**config.mk**
```make
export PLATFORM = sky130hd
export DESIGN_NAME = asid_command_register_unpacker_top_flat
export DESIGN_NICKNAME = d
export VERILOG_FILES = /design/src/hw/rtl/asidu_pkg.sv /design/src/hw/rtl/asidu_if.sv /design/src/hw/rtl/asidu_in_reg.sv /design/src/hw/rtl/asidu_decode.sv /design/src/hw/rtl/asidu_out_reg.sv /design/src/hw/rtl/asid_command_register_unpacker_top.sv /design/src/flat_wrapper.sv
export VERILOG_INCLUDE_DIRS = /design/src /design/src/hw/rtl
export SDC_FILE = /design/constraint.sdc
export NUM_CORES = 1
export LEC_CHECK = 0
export ABC_CLOCK_PERIOD_IN_PS = 3100
export BUFFER_PORTS_ARGS = -buffer_cell sky130_fd_sc_hd__buf_2
export CORE_MARGIN = 2
export CORE_UTILIZATION = 40
export CTS_CLUSTER_SIZE = 24
export DETAILED_ROUTE_END_ITERATION = 12
export GPL_TIMING_DRIVEN = 0
export SLEW_MARGIN = 20
export SYNTH_ARGS = -nofsm -noshare
export SYNTH_HDL_FRONTEND = slang
export SYNTH_SLANG_ARGS = --single-unit
```
**constraint.sdc**
```tcl
create_clock -name clk -period 3.1 [get_ports clk]
set_clock_uncertainty 0.1 [all_clocks]
set_input_delay 0.465 -clock clk [delete_from_list [all_inputs] [get_ports clk]]
set_output_delay 0.465 -clock clk [all_outputs]
set_load 0.05 [all_outputs]
```
**src/hw/rtl/asid_command_register_unpacker_top_defines.svh**
```systemverilog
// Assertion macros used by the ASID unpacker top level.
`ifndef ASID_COMMAND_REGISTER_UNPACKER_TOP_DEFINES_SVH
`define ASID_COMMAND_REGISTER_UNPACKER_TOP_DEFINES_SVH

// Same-cycle implication, sampled on clk, off while rst is high.
`define ASIDU_ASSERT_NOW(lbl, ante, cons) \
  lbl: assert property (@(posedge clk) disable iff (rst) (ante) |-> (cons)) \
    else $error("asidu same-cycle check failed");

// Next-cycle implication, sampled on clk, off while rst is high.
`define ASIDU_ASSERT_NEXT(lbl, ante, cons) \
  lbl: assert property (@(posedge clk) disable iff (rst) (ante) |=> (cons)) \
    else $error("asidu next-cycle check failed");

`endif

```
**src/hw/rtl/asidu_pkg.sv**
```systemverilog
// Package: types, constants and the slot remap table of the ASID unpacker.
`default_nettype none
package asidu_pkg;

  localparam int REGISTER_SLOTS = 28;
  localparam int HEADER_BYTES   = 8;
  localparam int BYTE_BITS      = 7;
  localparam int ADDR_BITS      = 5;
  localparam int DATA_BITS      = 8;
  localparam int POS_BITS       = 4;

  typedef logic [REGISTER_SLOTS-1:0] slot_vec_t;
  typedef logic [ADDR_BITS-1:0]      sid_addr_t;

  // Slot to SID register address.
  localparam sid_addr_t SLOT_TO_SID [REGISTER_SLOTS] = '{
    5'h00, 5'h01, 5'h02, 5'h03, 5'h05, 5'h06, 5'h07, 5'h08, 5'h09, 5'h0a,
    5'h0c, 5'h0d, 5'h0e, 5'h0f, 5'h10, 5'h11, 5'h13, 5'h14, 5'h15, 5'h16,
    5'h17, 5'h18, 5'h04, 5'h0b, 5'h12, 5'h04, 5'h0b, 5'h12
  };

  // Contents of the input register.
  typedef struct packed {
    logic                 valid;
    logic [BYTE_BITS-1:0] payload_byte;
    logic                 first_of_message;
  } in_stage_t;

  // Decoded register write handed to the result register.
  typedef struct packed {
    logic                 valid;
    sid_addr_t            sid_address;
    logic [DATA_BITS-1:0] sid_data;
  } wr_stage_t;

endpackage
`default_nettype wire

```
**src/hw/rtl/asidu_if.sv**
```systemverilog
// Valid/ready channel interfaces: command bytes in, SID register writes out.
`default_nettype none
interface asidu_cmd_if
  import asidu_pkg::*;
();
  logic                 valid;
  logic                 ready;
  logic [BYTE_BITS-1:0] payload_byte;
  logic                 first_of_message;

  modport source (output valid, output payload_byte, output first_of_message, input ready);
  modport sink   (input valid, input payload_byte, input first_of_message, output ready);
endinterface

interface asidu_wr_if
  import asidu_pkg::*;
();
  logic                 valid;
  logic                 ready;
  logic [ADDR_BITS-1:0] sid_address;
  logic [DATA_BITS-1:0] sid_data;

  modport source (output valid, output sid_address, output sid_data, input ready);
  modport sink   (input valid, input sid_address, input sid_data, output ready);
endinterface
`default_nettype wire

```
**src/hw/rtl/asidu_in_reg.sv**
```systemverilog
// Input register: holds one command byte until the decoder consumes it.
`default_nettype none
module asidu_in_reg
  import asidu_pkg::*;
(
  input  wire logic   clk,
  input  wire logic   rst,
  asidu_cmd_if.sink   cmd,
  input  wire logic   go,
  output in_stage_t   stage
);

  in_stage_t stage_q;

  assign cmd.ready = !stage_q.valid || go;
  assign stage     = stage_q;

  always_ff @(posedge clk) begin
    if (rst) begin
      stage_q.valid <= 1'b0;
    end else if (cmd.valid && cmd.ready) begin
      stage_q.valid <= 1'b1;
    end else if (go) begin
      stage_q.valid <= 1'b0;
    end
  end

  always_ff @(posedge clk) begin
    if (cmd.valid && cmd.ready) begin
      stage_q.payload_byte     <= cmd.payload_byte;
      stage_q.first_of_message <= cmd.first_of_message;
    end
  end

endmodule
`default_nettype wire

```
**src/hw/rtl/asidu_decode.sv**
```systemverilog
// Header/mask state + slot decode: one byte per unstalled cycle, optional write.
`default_nettype none
module asidu_decode
  import asidu_pkg::*;
(
  input  wire logic      clk,
  input  wire logic      rst,
  input  wire in_stage_t stage,
  input  wire logic      load_ok,
  output logic           go,
  output wr_stage_t      wr
);

  slot_vec_t             pending_mask, pending_mask_next;
  slot_vec_t             top_bits, top_bits_next;
  logic [POS_BITS-1:0]   header_position, header_position_next;

  slot_vec_t             mask_eff, top_eff, field, lowest;
  logic [POS_BITS-1:0]   pos_eff;
  logic [2:0]            pos;
  logic                  in_header;
  sid_addr_t             addr;
  logic                  top_bit;

  always_comb begin
    // A first-byte marker restarts the header.
    mask_eff  = stage.first_of_message ? '0 : pending_mask;
    top_eff   = stage.first_of_message ? '0 : top_bits;
    pos_eff   = stage.first_of_message ? '0 : header_position;
    in_header = pos_eff < POS_BITS'(HEADER_BYTES);
    pos       = pos_eff[2:0];

    case (pos[1:0])
      2'd0:    field = {21'd0, stage.payload_byte};
      2'd1:    field = {14'd0, stage.payload_byte, 7'd0};
      2'd2:    field = {7'd0, stage.payload_byte, 14'd0};
      default: field = {stage.payload_byte, 21'd0};
    endcase

    // Lowest pending slot, one-hot.
    lowest  = mask_eff & (~mask_eff + slot_vec_t'(1));
    addr    = '0;
    for (int i = 0; i < REGISTER_SLOTS; i++) begin
      addr = addr | (lowest[i] ? SLOT_TO_SID[i] : '0);
    end
    top_bit = |(top_eff & lowest);

    pending_mask_next    = mask_eff;
    top_bits_next        = top_eff;
    header_position_next = pos_eff;
    wr.valid             = 1'b0;
    wr.sid_address       = addr;
    wr.sid_data          = {top_bit, stage.payload_byte};

    if (in_header) begin
      if (!pos[2]) begin
        pending_mask_next = mask_eff | field;
      end else begin
        top_bits_next = top_eff | field;
      end
      header_position_next = {1'b0, pos} + POS_BITS'(1);
    end else if (|mask_eff) begin
      wr.valid          = stage.valid;
      pending_mask_next = mask_eff & ~lowest;
    end

    go = stage.valid && (!wr.valid || load_ok);
  end

  always_ff @(posedge clk) begin
    if (rst) begin
      pending_mask    <= '0;
      top_bits        <= '0;
      header_position <= POS_BITS'(HEADER_BYTES);
    end else if (go) begin
      pending_mask    <= pending_mask_next;
      top_bits        <= top_bits_next;
      header_position <= header_position_next;
    end
  end

endmodule
`default_nettype wire

```
**src/hw/rtl/asidu_out_reg.sv**
```systemverilog
// Result register driving the SID write channel.
`default_nettype none
module asidu_out_reg
  import asidu_pkg::*;
(
  input  wire logic      clk,
  input  wire logic      rst,
  input  wire wr_stage_t wr,
  input  wire logic      go,
  output logic           load_ok,
  asidu_wr_if.source     wr_out
);

  logic                 valid;
  sid_addr_t            sid_address;
  logic [DATA_BITS-1:0] sid_data;
  logic                 load;

  assign load_ok            = !valid || wr_out.ready;
  assign load               = go && wr.valid;
  assign wr_out.valid       = valid;
  assign wr_out.sid_address = sid_address;
  assign wr_out.sid_data    = sid_data;

  always_ff @(posedge clk) begin
    if (rst) begin
      valid <= 1'b0;
    end else if (load) begin
      valid <= 1'b1;
    end else if (wr_out.ready) begin
      valid <= 1'b0;
    end
  end

  always_ff @(posedge clk) begin
    if (load) begin
      sid_address <= wr.sid_address;
      sid_data    <= wr.sid_data;
    end
  end

endmodule
`default_nettype wire

```
**src/hw/rtl/asid_command_register_unpacker_top.sv**
```systemverilog
// Top level of the ASID command register unpacker.
//
// cmd (sink): one 7-bit payload byte per beat, first_of_message set on the
//   first byte of each command message. Bytes 0..3 load the 28-bit slot
//   mask, bytes 4..7 the matching bit-7 flags; later bytes are data.
// wr (source): one SID register write per beat, sid_address from the slot
//   remap table and sid_data with its bit 7 restored. Header bytes and data
//   bytes beyond the last set mask bit produce no beat.
// Path: a byte accepted on cmd sits in the input register, decode runs
//   on it, and its write is loaded into the result register, which drives
//   wr.
// Throughput: one byte per cycle while no write is held off by wr. The
//   decode path is a 28-bit lowest-set-bit search plus the remap table lookup, all combinational.
// Reset (rst, synchronous): both pipeline registers empty, mask and flags
//   cleared, header marked complete, so data before any message is dropped.
// Stall: while wr is held off the result register keeps its write; the
//   input register keeps taking bytes that make no write, and cmd.ready
//   drops only when a pending write finds the result register full.
`default_nettype none
`include "asid_command_register_unpacker_top_defines.svh"
module asid_command_register_unpacker_top
  import asidu_pkg::*;
(
  input  wire logic  clk,
  input  wire logic  rst,
  asidu_cmd_if.sink  cmd,
  asidu_wr_if.source wr
);

  in_stage_t stage;
  wr_stage_t dec_wr;
  logic      go;
  logic      load_ok;

  asidu_in_reg u_in_reg (
    .clk   (clk),
    .rst   (rst),
    .cmd   (cmd),
    .go    (go),
    .stage (stage)
  );

  asidu_decode u_decode (
    .clk     (clk),
    .rst     (rst),
    .stage   (stage),
    .load_ok (load_ok),
    .go      (go),
    .wr      (dec_wr)
  );

  asidu_out_reg u_out_reg (
    .clk     (clk),
    .rst     (rst),
    .wr      (dec_wr),
    .go      (go),
    .load_ok (load_ok),
    .wr_out  (wr)
  );

  // A decoded write only exists for a held byte.
  `ASIDU_ASSERT_NOW(a_wr_needs_byte, dec_wr.valid, stage.valid)
  // A new byte enters a full input register only as the old one leaves.
  `ASIDU_ASSERT_NOW(a_no_overwrite, cmd.valid && cmd.ready && stage.valid, go)
  // A consumed write shows up on the output next cycle.
  `ASIDU_ASSERT_NEXT(a_wr_lands, go && dec_wr.valid, wr.valid)
  // Remap table only holds real SID register addresses.
  `ASIDU_ASSERT_NOW(a_addr_range, dec_wr.valid, dec_wr.sid_address <= 5'd24)

endmodule
`default_nettype wire
```
**src/flat_wrapper.sv**
```systemverilog
// flat-port wrapper written by rule: the top's interface ports become plain ports
module asid_command_register_unpacker_top_flat import asidu_pkg::*;
  (clk, rst, cmd_valid, cmd_payload_byte, cmd_first_of_message, cmd_ready, wr_valid, wr_sid_address, wr_sid_data, wr_ready);
  asidu_cmd_if cmd_i ();
  asidu_wr_if wr_i ();
  input  wire logic clk;
  input  wire logic rst;
  input wire logic [$bits(cmd_i.valid)-1:0] cmd_valid;
  input wire logic [$bits(cmd_i.payload_byte)-1:0] cmd_payload_byte;
  input wire logic [$bits(cmd_i.first_of_message)-1:0] cmd_first_of_message;
  output wire logic [$bits(cmd_i.ready)-1:0] cmd_ready;
  output wire logic [$bits(wr_i.valid)-1:0] wr_valid;
  output wire logic [$bits(wr_i.sid_address)-1:0] wr_sid_address;
  output wire logic [$bits(wr_i.sid_data)-1:0] wr_sid_data;
  input wire logic [$bits(wr_i.ready)-1:0] wr_ready;
  assign cmd_i.valid = cmd_valid;
  assign cmd_i.payload_byte = cmd_payload_byte;
  assign cmd_i.first_of_message = cmd_first_of_message;
  assign cmd_ready = cmd_i.ready;
  assign wr_valid = wr_i.valid;
  assign wr_sid_address = wr_i.sid_address;
  assign wr_sid_data = wr_i.sid_data;
  assign wr_i.ready = wr_ready;
  asid_command_register_unpacker_top u_core (.clk(clk), .rst(rst), .cmd(cmd_i), .wr(wr_i));
endmodule
```
==> impl_metrics.env <==
export IMPL_grtUsageTotal=0.270
export IMPL_cts_root_buf="clkbuf_8"
export IMPL_fill_cells=1045
export IMPL_drt_pass1_iter_count=5
export IMPL_synth_xor_area_share=0
export IMPL_maxCapViolCount=0
export IMPL_synthTopCellsByCount="71 x nand2_1, 62 x dfxtp_1, 51 x o21ai_0"
export IMPL_final_util=0.467
export IMPL_syn_nets=528
export IMPL_layout_min_cycle_time_ns=3.01
export IMPL_yosysTopAreaCell="dfxtp_1"
export IMPL_cts_buffers=9
export IMPL_grt_pass1_wl_um=23200
export IMPL_die_w_um=107
export IMPL_initial_utilization=0.413
export IMPL_final_setup_viol_count=0
export IMPL_synthAdderAreaFrac=0.0147
export IMPL_fp_dieH_um=107
export IMPL_overflow=0
export IMPL_diodes=0
export IMPL_synth_most_common_cell="nand2_1"
export IMPL_arrival_ns=3.14
export IMPL_final_layout_size_suffix_gt1_frac=0.120
export IMPL_cts_buffer_depth=2
export IMPL_rsz0062_at_grt="false"
export IMPL_required_ns=3.22
export IMPL_setup_tns_ns=0
export IMPL_synth_warning_count=0
export IMPL_stdcell_count=687
export IMPL_fin_area_mm2=0.00483
export IMPL_ant_nets=0
export IMPL_cp_end_kind="flop"
export IMPL_p_per_area_mw_per_mm2=510
export IMPL_fin_crit_sh=0.972
export IMPL_cts_sinks=83
export IMPL_synth_compound_area_frac=0.251
export IMPL_synthArstFlopShare=0
export IMPL_place_congestion=0.953
export IMPL_hp_class="in2reg"
export IMPL_synth_seq_cells=83
export IMPL_ys_seq_area_frac=0.439
export IMPL_wire_per_inst_um=22.2
export IMPL_slew_violations=0
export IMPL_ir_drop_v=0.000233
export IMPL_initialDrtViolationCount=415
export IMPL_hpwlAfterDp_um=11100
export IMPL_syn_area_per_cell_um2=8.35
export IMPL_p_leak_nw=1.69
export IMPL_critical_path_class="reg2reg"
export IMPL_hold_viol=0
export IMPL_tightest_slew_ns=1.05
export IMPL_cp_start_kind="flop"
export IMPL_nNetsFinal=563
export IMPL_die_area_mm2=0.0115
export IMPL_drc_errors=0
export IMPL_grt_pass1_vias=4012
export IMPL_synth_simple_area_share=0.250
export IMPL_place_area_mm2=0.00456
export IMPL_avgViaCountPerCell=6.23
export IMPL_rows=37
export IMPL_ctsHoldBuffers=0
export IMPL_synth_mux_area_frac=0
export IMPL_relSlewSlack=0.303
export IMPL_port_buffers=25
export IMPL_antenna_found_initial=0
export IMPL_synth_top_family_by_area="compound AO/OA/AOI/OAI gates"
export IMPL_fp_coreArea_mm2=0.0103
export IMPL_wl_um=15200
export IMPL_htreeDepth=3
export IMPL_syn_to_final_growth_pct=13.1
export IMPL_status="finished, final reports clean"
export IMPL_synth_edf_count=21
export IMPL_synthDistinctLibCells=55
export IMPL_route_vias_total=4279
export IMPL_grt_max_degree=15
export IMPL_path_max_fanout=10
export IMPL_post_synth_top_area_fraction=0.291
export IMPL_ys_flop_type="dfxtp_1"
export IMPL_ios=27
export IMPL_synthTopCellsByArea="dfxtp_1 29%, edfxtp_1 15%, nand2_1 6.2%, o21ai_0 6.0%, a21oi_1 5.7%"
export IMPL_cts_tree="yes"
export IMPL_syn_inst=511
export IMPL_synth_cell_area_mm2=0.00427
export IMPL_clk_latency_ns=0.37
export IMPL_finalPower_mw=2.46
export IMPL_max_freq_mhz=332
export IMPL_place_inst=672
export IMPL_clk_pin_slew_worst_paths_ns=0.09
## flip-flops by register name, summed over array words and instances, names as in the netlist
name                                 count
u_core.u_out_reg.wr_out.valid            1
u_core.u_in_reg.stage                    9
u_core.u_decode.header_position          4
u_core.u_decode.pending_mask            28
u_core.u_decode.top_bits                28
u_core.u_out_reg.wr_out.sid_address      5
u_core.u_out_reg.wr_out.sid_data         8
## power by group
part / leakage, nW / internal, mW / switching (mW)
combinational: 0.887 / 0.122 / 0.293
sequential: 0.699 / 1.13 / 0.0327
clock: 0.102 / 0.460 / 0.421
total: 1.69 / 1.72 / 0.747
## final timing paths
kind / from / end / cells after the start / slack [ns]
setup / recovery: u_core.u_decode.pending_mask[0] / u_core.u_decode.pending_mask[16] / 10 / 0.09
hold / removal: cmd_payload_byte[0] / u_core.u_in_reg.stage[1] / 1 / 0.17
setup reg to reg: u_core.u_decode.pending_mask[0] / u_core.u_decode.pending_mask[16] / 10 / 0.09
hold reg to reg: u_core.u_decode.top_bits[4] / u_core.u_decode.top_bits[4] / 2 / 0.37
## repair_timing
item,4_1_cts,5_1_grt
endpoints found under the setup margin,21,9
pin swaps,1,1
gates resized for setup,8,5
buffers inserted,1,0
## critical path, cell delays in order (launching register included)
cell and delay [ns]:
dfxtp_1 0.31, buf_6 0.13, or4_4 0.52, buf_6 0.15
nor4_4 0.32, buf_4 0.22, a21o_1 0.33, o21ai_2 0.21
buf_2 0.27, o21ai_0 0.21, a21oi_1 0.08
## cells in the final DEF (no fill, tap or decap), drive strengths merged, types with 3 or more instances in the layout
cell type and n:
nand2 71, dfxtp 62, o21ai 52, a21oi 50, nor2 38, clkbuf 37, buf 35, edfxtp 21
nor3 15, nand3 13, a31oi 13, nor4 10, nand2b 9, nand4 9, inv 9, a32oi 8
o211ai 7, nor2b 6, a211oi 6, a22oi 5, a32o 5, ha 5, or4 5, or3 4
and3 4, nand3b 4, a22o 4, or2 3, and2 3, nor3b 3, o31ai 3, a311oi 3
and3b 3, nand4b 3, nor4bb 3
## cell type report
type / instances / area [µm²] / share of cell area
Inverter: 8 / 30.0 / 0.00622
Multi-Input combinational cell: 383 / 2240 / 0.464
Tap cell: 136 / 170 / 0.0353
Sequential cell: 83 / 1870 / 0.388
Buffer: 35 / 164 / 0.0340
Clock buffer: 11 / 131 / 0.0272
Clock inverter: 5 / 86.3 / 0.0179
Timing Repair Buffer: 26 / 135 / 0.0280
## kinds of logic after synthesis
family                     Yosys count
AOI/OAI and AO/OA                  169
adders and majority gates            5
buffers and inverters               45
DFF                                 83
and+or+nand+nor                    209
## metal layers
layer	up-vias	GRT usage	wire [µm]
met5	-	0	0
met4	0	0.0983	446
met3	34	0.0599	1240
met2	203	0.404	6710
met1	2077	0.382	6840
li1	1965	-	-
## metrics by stage
stage | worst slack, ns | hold slack, ns
global placement | -0.256 | 0.338
detailed placement | -0.258 | 0.344
CTS | 0.0261 | 0.167
global route | 0.0201 | 0.154
finish | 0.0881 | 0.174
floorplan | 0.314 | 0.316
No activity file was read; power rests on OpenSTA's default activity.
